**src/rtl/fqvr_pkg.sv**
```systemverilog
// shared types, sizes and codes for the value-removal fifo queue
package fqvr_pkg;

    // ring size and derived widths
    localparam int DEPTH = 16;
    localparam int IW    = (DEPTH > 2) ? $clog2(DEPTH) : 1;
    localparam int CW    = $clog2(DEPTH + 1);

    typedef logic [IW-1:0] t_idx;
    typedef logic [CW-1:0] t_cnt;

    // request codes
    typedef enum logic [1:0] {
        REQ_PUSH   = 2'd0,
        REQ_POP    = 2'd1,
        REQ_REMOVE = 2'd2,
        REQ_QUERY  = 2'd3
    } t_req_code;

    // status codes
    typedef enum logic [1:0] {
        ST_OK        = 2'd0,
        ST_EMPTY     = 2'd1,
        ST_FULL      = 2'd2,
        ST_NOT_FOUND = 2'd3
    } t_status;

    // input beat
    typedef struct packed {
        t_req_code          req_type;
        logic signed [31:0] value;
    } t_req;

    // output beat
    typedef struct packed {
        logic signed [31:0] head_value;
        logic signed [31:0] tail_value;
        logic               is_empty;
        logic [4:0]         entry_total;
        t_status            status;
        logic [4:0]         removed_total;
    } t_rsp;

    // ring store write port
    typedef struct packed {
        logic               we;
        t_idx               addr;
        logic signed [31:0] data;
    } t_mem_wr;

    // ring store read port
    typedef struct packed {
        logic re;
        t_idx addr;
    } t_mem_rd;

    // ring position at an offset from the head, offset below DEPTH
    function automatic t_idx f_slot(t_idx head, t_cnt off);
        logic [CW:0] sum;
        sum = (CW+1)'(head) + (CW+1)'(off);
        if (sum >= (CW+1)'(DEPTH)) begin
            sum = sum - (CW+1)'(DEPTH);
        end
        return IW'(sum);
    endfunction

endpackage

```
**src/rtl/fifo_queue_with_value_removal.sv**
```systemverilog
// fifo queue of signed 32-bit values with remove-all-equal, top level
// pop reads the new head back from the store; remove walks the N held entries
//   in order, one store read per cycle
// flow: one request at a time; next beat taken once the result moves to
//   the output register, which may still be waiting on the far side
// reset: synchronous active-low; queue empty, head at ring position zero
module fifo_queue_with_value_removal (
    input  logic           i_clk,
    input  logic           i_rst_n,
    input  logic           i_in_valid,
    output logic           o_in_stall,
    input  fqvr_pkg::t_req i_in_data,
    output logic           o_out_valid,
    input  logic           i_out_stall,
    output fqvr_pkg::t_rsp o_out_data
);
    import fqvr_pkg::*;

    t_mem_wr            mem_wr;
    t_mem_rd            mem_rd;
    logic signed [31:0] mem_rdata;
    logic               res_vld;
    t_rsp               res;
    logic               res_take;
    logic               r_out_vld;
    t_rsp               r_out;

    // output register is free when empty or being drained
    assign res_take = !r_out_vld || !i_out_stall;

    fqvr_ctrl u_ctrl (
        .i_clk      (i_clk),
        .i_rst_n    (i_rst_n),
        .i_in_valid (i_in_valid),
        .i_in_data  (i_in_data),
        .o_in_stall (o_in_stall),
        .o_res_vld  (res_vld),
        .o_res      (res),
        .i_res_take (res_take),
        .o_wr       (mem_wr),
        .o_rd       (mem_rd),
        .i_rdata    (mem_rdata)
    );

    fqvr_store u_store (
        .i_clk   (i_clk),
        .i_wr    (mem_wr),
        .i_rd    (mem_rd),
        .o_rdata (mem_rdata)
    );

    // output register
    always_ff @(posedge i_clk) begin
        if (!i_rst_n) begin
            r_out_vld <= 1'b0;
        end else if (res_vld && res_take) begin
            r_out_vld <= 1'b1;
        end else if (!i_out_stall) begin
            r_out_vld <= 1'b0;
        end
    end

    always_ff @(posedge i_clk) begin
        if (res_vld && res_take) begin
            r_out <= res;
        end
    end

    assign o_out_valid = r_out_vld;
    assign o_out_data  = r_out;

endmodule

```
**src/rtl/fqvr_store.sv**
```systemverilog
// ring store: one write port, one registered read port
module fqvr_store (
    input  logic               i_clk,
    input  fqvr_pkg::t_mem_wr  i_wr,
    input  fqvr_pkg::t_mem_rd  i_rd,
    output logic signed [31:0] o_rdata
);
    import fqvr_pkg::*;

    logic signed [31:0] r_mem [DEPTH];

    // write port
    always_ff @(posedge i_clk) begin
        if (i_wr.we) begin
            r_mem[i_wr.addr] <= i_wr.data;
        end
    end

    // registered read port
    always_ff @(posedge i_clk) begin
        if (i_rd.re) begin
            o_rdata <= r_mem[i_rd.addr];
        end
    end

endmodule

```
**src/rtl/fqvr_ctrl.sv**
```systemverilog
// request sequencer: queue pointers, removal walk and compare unit
module fqvr_ctrl (
    input  logic               i_clk,
    input  logic               i_rst_n,
    input  logic               i_in_valid,
    input  fqvr_pkg::t_req     i_in_data,
    output logic               o_in_stall,
    output logic               o_res_vld,
    output fqvr_pkg::t_rsp     o_res,
    input  logic               i_res_take,
    output fqvr_pkg::t_mem_wr  o_wr,
    output fqvr_pkg::t_mem_rd  o_rd,
    input  logic signed [31:0] i_rdata
);
    import fqvr_pkg::*;

    typedef enum logic [1:0] {
        S_IDLE,
        S_POPRD,
        S_WALK,
        S_DONE
    } t_state;

    t_state             r_state;
    t_idx               r_head;
    t_cnt               r_cnt;
    logic signed [31:0] r_head_val;
    logic signed [31:0] r_tail_val;
    t_status            r_status;
    t_cnt               r_removed;
    logic signed [31:0] r_ref;
    t_cnt               r_rd;
    t_cnt               r_wr;
    logic               r_pend;

    logic full;
    logic keep;
    logic rd_more;

    assign full    = (r_cnt == t_cnt'(DEPTH));
    assign rd_more = (r_rd != r_cnt);
    // shared compare unit: entry survives the walk when it differs
    assign keep    = r_pend && (i_rdata != r_ref);

    assign o_in_stall = (r_state != S_IDLE);

    // ring store requests
    always_comb begin
        o_wr = '0;
        o_rd = '0;
        unique case (r_state)
            S_IDLE: begin
                if (i_in_valid && i_in_data.req_type == REQ_PUSH && !full) begin
                    o_wr.we   = 1'b1;
                    o_wr.addr = f_slot(r_head, r_cnt);
                    o_wr.data = i_in_data.value;
                end
                if (i_in_valid && i_in_data.req_type == REQ_POP && r_cnt != '0) begin
                    o_rd.re   = 1'b1;
                    o_rd.addr = f_slot(r_head, t_cnt'(1));
                end
            end
            S_WALK: begin
                if (rd_more) begin
                    o_rd.re   = 1'b1;
                    o_rd.addr = f_slot(r_head, r_rd);
                end
                if (keep) begin
                    o_wr.we   = 1'b1;
                    o_wr.addr = f_slot(r_head, r_wr);
                    o_wr.data = i_rdata;
                end
            end
            S_POPRD, S_DONE: begin
            end
            default: begin
            end
        endcase
    end

    // result beat
    always_comb begin
        o_res_vld           = (r_state == S_DONE);
        o_res.head_value    = (r_cnt == '0) ? '0 : r_head_val;
        o_res.tail_value    = (r_cnt == '0) ? '0 : r_tail_val;
        o_res.is_empty      = (r_cnt == '0);
        o_res.entry_total   = 5'(r_cnt);
        o_res.status        = r_status;
        o_res.removed_total = 5'(r_removed);
    end

    // sequencer
    always_ff @(posedge i_clk) begin
        if (!i_rst_n) begin
            r_state <= S_IDLE;
            r_head  <= '0;
            r_cnt   <= '0;
            r_pend  <= 1'b0;
        end else begin
            unique case (r_state)
                S_IDLE: begin
                    if (i_in_valid) begin
                        r_removed <= '0;
                        r_status  <= ST_OK;
                        r_state   <= S_DONE;
                        unique case (i_in_data.req_type)
                            REQ_PUSH: begin
                                if (full) begin
                                    r_status <= ST_FULL;
                                end else begin
                                    r_cnt      <= r_cnt + t_cnt'(1);
                                    r_tail_val <= i_in_data.value;
                                    if (r_cnt == '0) begin
                                        r_head_val <= i_in_data.value;
                                    end
                                end
                            end
                            REQ_POP: begin
                                if (r_cnt == '0) begin
                                    r_status <= ST_EMPTY;
                                end else begin
                                    r_head  <= f_slot(r_head, t_cnt'(1));
                                    r_cnt   <= r_cnt - t_cnt'(1);
                                    r_state <= S_POPRD;
                                end
                            end
                            REQ_REMOVE: begin
                                if (r_cnt == '0) begin
                                    r_status <= ST_EMPTY;
                                end else begin
                                    r_ref   <= i_in_data.value;
                                    r_rd    <= '0;
                                    r_wr    <= '0;
                                    r_pend  <= 1'b0;
                                    r_state <= S_WALK;
                                end
                            end
                            REQ_QUERY: begin
                            end
                            default: begin
                            end
                        endcase
                    end
                end
                S_POPRD: begin
                    // new head arrives from the store
                    r_head_val <= i_rdata;
                    r_state    <= S_DONE;
                end
                S_WALK: begin
                    // one read issued and one entry compared per cycle; kept entries are written back
                    r_pend <= rd_more;
                    if (rd_more) begin
                        r_rd <= r_rd + t_cnt'(1);
                    end
                    if (keep) begin
                        r_wr       <= r_wr + t_cnt'(1);
                        r_tail_val <= i_rdata;
                        if (r_wr == '0) begin
                            r_head_val <= i_rdata;
                        end
                    end
                    if (!rd_more && !r_pend) begin
                        r_cnt     <= r_wr;
                        r_removed <= r_cnt - r_wr;
                        r_status  <= (r_cnt == r_wr) ? ST_NOT_FOUND : ST_OK;
                        r_state   <= S_DONE;
                    end
                end
                S_DONE: begin
                    if (i_res_take) begin
                        r_state <= S_IDLE;
                    end
                end
                default: begin
                    r_state <= S_IDLE;
                end
            endcase
        end
    end

endmodule

```
**config.mk**
```make
export PLATFORM = sky130hd
export DESIGN_NAME = fifo_queue_with_value_removal
export DESIGN_NICKNAME = d
export VERILOG_FILES = /design/src/rtl/fqvr_pkg.sv /design/src/rtl/fifo_queue_with_value_removal.sv /design/src/rtl/fqvr_store.sv /design/src/rtl/fqvr_ctrl.sv
export SDC_FILE = /design/constraint.sdc
export NUM_CORES = 1
export LEC_CHECK = 0
export BUFFER_PORTS_ARGS = -buffer_cell sky130_fd_sc_hd__buf_4
export CAP_MARGIN = 10
export CELL_PAD_IN_SITES_DETAIL_PLACEMENT = 0
export CELL_PAD_IN_SITES_GLOBAL_PLACEMENT = 1
export CORE_ASPECT_RATIO = 1.75
export CORE_MARGIN = 3
export CORE_UTILIZATION = 48
export DETAILED_ROUTE_END_ITERATION = 10
export GPL_ROUTABILITY_DRIVEN = 0
export PLACE_DENSITY = 0.79
export SYNTH_ARGS = -nofsm -noshare
export SYNTH_HDL_FRONTEND = slang
export SYNTH_SLANG_ARGS = --single-unit
```
**constraint.sdc**
```tcl
create_clock -name i_clk -period 7.43 [get_ports i_clk]
set_input_delay 1.1145 -clock i_clk [delete_from_list [all_inputs] [get_ports i_clk]]
set_output_delay 1.1145 -clock i_clk [all_outputs]
set_load 0.01 [all_outputs]
```
==> results of run 1 <==
==> layer usage <==
layer,GRT usage,vias to the layer above
li1,-,7629
met1,0.2577,8665
met2,0.3795,737
met3,0.02657,196
met4,0.09512,0
met5,0,-
==> state kept, by name, indices dropped and copies added (netlist names) <==
name	count
u_store.r_mem	512
u_ctrl.r_removed	5
u_ctrl.r_status	2
u_ctrl.r_ref	32
o_out_valid	1
u_ctrl.r_head_val	32
u_ctrl.r_rd	5
u_ctrl.r_tail_val	32
u_ctrl.r_head	4
u_ctrl.r_wr	5
u_ctrl.r_state	2
u_ctrl.r_pend	1
o_out_data	77
u_store.o_rdata	32
u_ctrl.r_cnt	5
==> layout make-up <==
class,instances,share of cell area
sequential,747,0.6473
tap,806,0.02927
clock inverter,38,0.009006
multi-input combinational,1003,0.2318
inverter,19,0.002070
timing repair buffer,156,0.03399
clock buffer,71,0.04659
==> cells in the mapped netlist (2+ instances only) <==
master,instances
or3_1,4
and2_1,72
mux2_2,95
nor2_1,41
edfxtp_1,734
buf_2,22
a21boi_0,4
mux2i_1,131
inv_1,19
a21oi_1,85
a221oi_1,4
buf_12,7
a221o_1,62
or2_2,2
dfxtp_1,13
a22o_1,33
o21ai_1,3
nand4_1,10
nor2b_1,7
xnor2_1,43
clkbuf_1,78
a211o_1,2
and3_1,65
buf_1,9
o211ai_1,4
fa_1,5
nor4_1,2
ha_1,28
nand3_1,44
xor2_1,18
o211a_1,2
o21ai_0,12
buf_6,2
a211oi_1,65
nand2_1,95
a22oi_1,2
a31oi_1,6
o32a_1,32
a21o_1,7
==> worst max-delay path by stage <==
stage | startpoint | to | slack (ps) | cells past startpoint
2_1_floorplan | i_out_stall | o_out_data[0]$_DFFE_PP_ | 90 | 1
3_3_place_gp | u_ctrl.r_cnt[2]$_SDFFE_PN0P_ | u_store.o_rdata[27]$_DFFE_PP_ | 2910 | 9
3_5_place_dp | i_in_data[33] | u_store.o_rdata[12]$_DFFE_PP_ | 2800 | 10
4_1_cts | u_ctrl.r_cnt[2]$_SDFFE_PN0P_ | u_store.o_rdata[7]$_DFFE_PP_ | 2830 | 9
5_1_grt | u_ctrl.r_cnt[0]$_SDFFE_PN0P_ | u_store.o_rdata[27]$_DFFE_PP_ | 2630 | 9
6_report | u_ctrl.r_cnt[2]$_SDFFE_PN0P_ | u_store.o_rdata[7]$_DFFE_PP_ | 2830 | 9
==> power by group through the flow <==
stage / clock network (uW) / logic, uW / registers, uW
after floorplan: 0 / 2290 / 5460
after global placement: 0 / 3080 / 5510
after detailed placement: 0 / 3140 / 5520
after CTS: 3180 / 3150 / 5430
after global routing: 3320 / 3400 / 5460
final: 3110 / 3140 / 5430
==> logic make-up after synthesis <==
kind of cell,Yosys count,share of synthesized area
AO/OA/AOI/OAI,334,0.08360
XOR/XNOR,61,0.01740
adder cells (fa/ha/maj),33,0.01467
buffers and inverters,138,0.02208
flip-flops,747,0.7262
multiplexers,226,0.07753
AND/OR/NAND/NOR,349,0.05855
==> worst max-delay path: cells and delay by family, from the launching register on <==
kind	cells	cell delay, ps
AOI/OAI and AO/OA	2	390
buffers and inverters	2	1250
xor gates and xnor gates	1	150
muxes	1	420
and+or+nand+nor	3	1570
DFF	1	590
==> metrics by stage <==
step	util	setup WS, ps	hold slack [ps]	instance area [um2]
2_1_floorplan	-	86.62	400.3	30710
3_3_place_gp	0.5137	2906	405.2	32540
3_5_place_dp	0.5137	2803	409.0	32540
4_1_cts	0.5439	2833	425.0	34460
5_1_grt	0.5439	2631	428.0	34460
6_report	0.5439	2827	424.2	34460
==> metrics.md, run 1 <==
| Metric | Value |
|---|---|
| CP Launch Type | register |
| Slew Limit Fails | 0 |
| Worst Hold Path EP | o_out_data[4]$_DFFE_PP_ |
| Metal-1 WL | between 20 and 30 mm |
| Hold_sp | u_ctrl.r_removed[4]$_SDFFCE_PN0P_ |
| Crit path cell chain | xor2_1 -> or3_1 -> o211ai_4 -> buf_4 -> and2_4 -> buf_4 -> mux2_2 -> o32a_1 -> nand3_1 |
| Worst r2r path cells | 9 |
| Post-synth top area share | 0.7177 |
| Remaining DRCs | 0 |
| Net Switching | 3568 uW |
| R2R Setup Slk | 2830 ps |
| Register Area | ~0.022 mm2 |
| Worst Tran Pin Value | between 1000 and 1500 ps |
| Final nets | 2,059 |
| Distinct cells, synth | 58 |
| Peak supply drop | 0.0002079 V |
| Sw frac | 0.3054 |
| Worst r2r dst | u_store.o_rdata[7]$_DFFE_PP_ |
| CTS resizes | 0 |
| Area of the multi-input gates | around 0.0080 mm2 |
| IO Pins | approximately 120 |
| Sequential-to-total area share from yosys stat | 0.7262 |
| Core area | 0.06335 mm2 |
| # setup viols final | 0 |
| Crit path max fanout | 64 |
| Die Ht | approximately 340 um |
| CP Class | register to register |
| Vias in the first global route | about 17,000 |
| CTS tree | done |
| Initial antenna violation count | 0 |
| Setup Skew | 29.23 ps |
| Commonest non-fill, non-tap cell in the layout | edfxtp_1 |
| WP data arrival | approximately 5100 ps |
| Max Clk Rate | 217.2 MHz |
| CTS max path bufs | 3 |
| Most frequent CP cell | buf_4 |
| Total power | ~12,000 uW |
| Share of power burned in registers | 0.465 |
| CTS Sinks | approximately 750 |
| Leak Pwr | between 0.01 and 0.015 uW |
| WP data required | between 7000 and 8000 ps |
| Mapped Avg Cell Area | ~16 um2 |
| GRT overflow | 0 |
| Routed length per instance | approximately 26 um |
| Status | finished, final reports clean |
| Synth top area cells | edfxtp_1, mux2i_1, mux2_2 |
| Row cnt | between 100 and 150 |
| Die footprint | 0.06717 mm2 |
| Comb pwr share | 0.268 |
| Synth warn | 0 |
| Crit end category | register |
| Clock-pin slew on the worst setup and hold paths | 70 ps |
| DR WL met2 | roughly 38 mm |
| Sum Neg Setup Slack | 0 ps |
| Pin count of the biggest net entering global routing | between 100 and 150 |
| Clock Tree Root | clkbuf_16 |
| First-pass GRT wire length | ~110 mm |
| Share of cells above drive strength 1 | 0.1863 |
| Layout fillers | ~4,900 |
| Leading area contributor after synthesis | edfxtp_1 |
| Port buffer count | 116 |
| Commonest non-fill, non-tap cells in the layout | edfxtp_1, buf_4, mux2i_1 |
| Max_slew headroom | 0.2679 |
| Post-Syn Area | about 0.03 mm2 |
| GRT Total Usage | 0.2128 |
| Starting Density | 0.4848 |
| Hold Fails Final Rpt | 0 |
| Highest Signal Layer | met4 |
| Cell count after synthesis | around 1,900 |
| Tightest Hold Check Type | register to register |
| Initial DRC count | 1,487 |
| Max Cap Violations | 0 |
| Final Cycle Share | 0.6196 |
| DRT Pass-1 Iters | 7 |
| Worst path max stage delay | 1010 ps |
| Number of synthesized flops with an enable pin | 734 |
| Post-Layout Cell Count | 2,840 |
| Yosys reg bits | roughly 750 |
| P_int | about 8100 uW |
| Crit path time final | roughly 4600 ps |
| Async S/R FF share, synth | 0 |
| Area growth from synthesis to layout | 12.19% |
| Post-CTS Setup Bufs | 0 |
| RSZ-0062 raised after global routing | no |
| Hold buffer count at cts | 0 |
| Hold path depth | 0 |
| H-tree depth | 2 |
| Routed wire length | approximately 73 mm |
| Slowest cell on crit path | and2_4 |
| Placed insts | ~2,700 |
| Metal3 WL | roughly 4.7 mm |
| Clock network power share | 0.267 |
| Avg Vias per Cell | a little over 6 |
| PwrDens | between 300 and 400 mW/mm2 |
| Syn nets | about 2,000 |
| Vias | 17,230 |
| Worst R2R Start | u_ctrl.r_cnt[2]$_SDFFE_PN0P_ |
| CTS Buf Count | slightly above 60 |
| Worst skew pair latency | roughly 630 ps |
| ANT nets after route | 0 |
| Width of the die | a little under 200 um |
| Antenna cell count | 0 |
| HPWL after detailed placement | around 43 mm |
| Dominant synthesized flop cell | edfxtp_1 |
Power figures use the tool's default switching activity.
==> run 2, diff against run 1 <==
- CORE_UTILIZATION: 48 -> 53
- PLACE_DENSITY: 0.79 -> 0.82
- clock period: 7.43 -> 4.8 ns (I/O delays scaled with it)
==> run 2 against run 1 <==
Compared with the run above:
- die area down 9.2%
- flip-flop and latch count unchanged
- worst setup slack worse by 1700 ps
- non-clock buffer count up 13
- wire length down 4.2%
- sequential share of layout area down 0.31 points
- global-route usage up 1.4 points
- combinational power up 57%
- first-iteration DRC count up 5.2%
- cell count down 0.99%
- critical endpoint is now u_store.r_mem[14][8]$_DFFE_PP_
- largest power group unchanged
==> metrics.md, run 2 (synthesis results as in run 1) <==
| Metric | Value |
|---|---|
| Status | finished, final reports clean (unchanged) |
| First-pass GRT wire length | 105.8 mm (was 107.8 mm) |
| Max Clk Rate | 275.1 MHz (was 217.2 MHz) |
| Avg Vias per Cell | 6.080 (was 6.066) |
| Worst Tran Pin Value | 1196 ps (was 1098 ps) |
| Max Cap Violations | 0 (unchanged) |
| Final nets | 2,071 (was 2,059) |
| GRT overflow | 0 (unchanged) |
| Vias | 17,100 (was 17,230) |
| Worst skew pair latency | 630 ps (about the same) |
| WP data arrival | 3950 ps (was 5090 ps) |
| Layout fillers | 4,074 (was 4,856) |
| Worst r2r dst | u_store.r_mem[14][8]$_DFFE_PP_ (was u_store.o_rdata[7]$_DFFE_PP_) |
| ANT nets after route | 0 (unchanged) |
| Die Ht | 324.4 um (was 340.6 um) |
| Hold buffer count at cts | 0 (unchanged) |
| Antenna cell count | 0 (unchanged) |
| Area growth from synthesis to layout | 12.74% (was 12.19%) |
| Commonest non-fill, non-tap cells in the layout | edfxtp_1, buf_4, mux2i_1 (unchanged) |
| Slew Limit Fails | 0 (unchanged) |
| Peak supply drop | 0.0003621 V (was 0.0002079 V) |
| Pin count of the biggest net entering global routing | 91 (was 129) |
| CTS Sinks | 747 (unchanged) |
| Hold Fails Final Rpt | 0 (unchanged) |
| CTS resizes | 0 (unchanged) |
| Leak Pwr | 0.01190 uW (was 0.01185 uW) |
| CTS Buf Count | 60 (was 61) |
| Crit path time final | 3635 ps (was 4603 ps) |
| Crit end category | register (unchanged) |
| RSZ-0062 raised after global routing | no (unchanged) |
| Commonest non-fill, non-tap cell in the layout | edfxtp_1 (unchanged) |
| Top reg by flops | u_store.r_mem (unchanged) |
| HPWL after detailed placement | 42.68 mm (was 42.58 mm) |
| Worst R2R Start | u_store.o_rdata[3]$_DFFE_PP_ (was u_ctrl.r_cnt[2]$_SDFFE_PN0P_) |
| Initial DRC count | 1,564 (was 1,487) |
| IO Pins | 117 (unchanged) |
| Hold_sp | i_in_data[22] (was u_ctrl.r_removed[4]$_SDFFCE_PN0P_) |
| Sum Neg Setup Slack | 0 ps (unchanged) |
| Remaining DRCs | 0 (unchanged) |
| # setup viols final | 0 (unchanged) |
| GRT Total Usage | 0.2264 (was 0.2128) |
| PwrDens | 523.5 mW/mm2 (was 339.0 mW/mm2) |
| Post-CTS Setup Bufs | 0 (unchanged) |
| Hold path depth | 1 (was 0) |
| CTS tree | done (unchanged) |
| WP data required | 5110 ps (was 7920 ps) |
| Core area | 0.05733 mm2 (was 0.06335 mm2) |
| DRT Pass-1 Iters | 5 (was 7) |
| Routed length per instance | 24.78 um (was 25.61 um) |
| Clock-pin slew on the worst setup and hold paths | 70 ps (about the same) |
| Starting Density | 0.5357 (was 0.4848) |
| Worst Hold Path EP | u_ctrl.r_ref[22]$_DFFE_PP_ (was o_out_data[4]$_DFFE_PP_) |
| CP Launch Point | u_store.o_rdata[3]$_DFFE_PP_ (was u_ctrl.r_cnt[2]$_SDFFE_PN0P_) |
| CTS max path bufs | 3 (unchanged) |
| Initial antenna violation count | 0 (unchanged) |
| Port buffer count | 116 (unchanged) |
| Setup Skew | 26.16 ps (was 29.23 ps) |
| Largest register FFs | 512 (unchanged) |
| Tightest Hold Check Type | input port to register (was register to register) |
| H-tree depth | 2 (unchanged) |
| Routed wire length | 69.69 mm (was 72.74 mm) |
| Share of cells above drive strength 1 | 0.1853 (was 0.1863) |
| R2R Setup Slk | 1170 ps (was 2830 ps) |
| Crit path max fanout | 16 (was 64) |
| Row cnt | 116 (was 122) |
| Vias in the first global route | 17,470 (was 17,140) |
| Clock Tree Root | clkbuf_16 (unchanged) |
| Die footprint | 0.06098 mm2 (was 0.06717 mm2) |
| CP Class | register to register (unchanged) |
| Final Util | 0.6039 (was 0.5439) |
| Width of the die | 188.0 um (was 197.2 um) |
| Worst r2r path cells | 7 (was 9) |
| CP Launch Type | register (unchanged) |
| Final Cycle Share | 0.7572 (was 0.6196) |
| Max_slew headroom | 0.2008 (was 0.2679) |
==> run 2: worst max path at each step <==
stage / end / cells after the start
3_3_place_gp: u_store.r_mem[15][7]$_DFFE_PP_ / 9
3_5_place_dp: u_store.r_mem[15][7]$_DFFE_PP_ / 9
4_1_cts: u_store.r_mem[15][10]$_DFFE_PP_ / 8
5_1_grt: u_store.r_mem[15][10]$_DFFE_PP_ / 8
6_report: u_store.r_mem[14][8]$_DFFE_PP_ / 7
2_1_floorplan: u_ctrl.r_tail_val[0]$_DFFE_PP_ / 6
==> run 2: layout make-up <==
class                   count  area (um2)  area share
multi-input cells        1003        7976      0.2304
flip-flops and latches    747       22300      0.6441
inverters                  19       71.32    0.002060
repair buffers            169        1431     0.04134
clock buffers              69        1535     0.04434
clock inverters            38       347.8     0.01005
well taps                 767       959.7     0.02772
==> run 2: through the flow <==
stage / power, uW / instances / cell area (um2) / setup slack (ps) / hold WS [ps]
global placement: 13350 / 2705 / 32740 / 1038 / 400.5
global route: 18920 / 2812 / 34620 / 908.7 / 288.0
finish: 18130 / 2812 / 34620 / 1165 / 309.1
CTS: 18210 / 2812 / 34620 / 1156 / 278.0
floorplan: 11990 / 1888 / 30720 / 700.1 / 400.3
detailed placement: 13470 / 2705 / 32740 / 976.5 / 405.6
==> run 2: critical path, cell delays in order, from the launching register on <==
cell and delay [ps]:
edfxtp_1 510, xnor2_1 660, nand4_1 180, nor2_1 280, a31oi_4 220, o32a_1 540, nor2_4 610, buf_4 320
==> run 2: per-layer routing <==
| layer | routed length [um] | share of wire | global-route usage |
|---|---|---|---|
| met1 | 26370 | 0.38 | 0.2775 |
| met5 | 0 | 0 | 0 |
| met2 | 36430 | 0.52 | 0.4042 |
| met3 | 3810 | 0.055 | 0.02753 |
| met4 | 3076 | 0.044 | 0.09665 |
==> run 2: power breakdown <==
group / internal, uW / switching, uW / leakage, uW
sequential: 8050 / 363 / 0.00691
combinational: 1990 / 2950 / 0.00410
clock: 2560 / 2220 / 0.000893
total: 12600 / 5530 / 0.0119
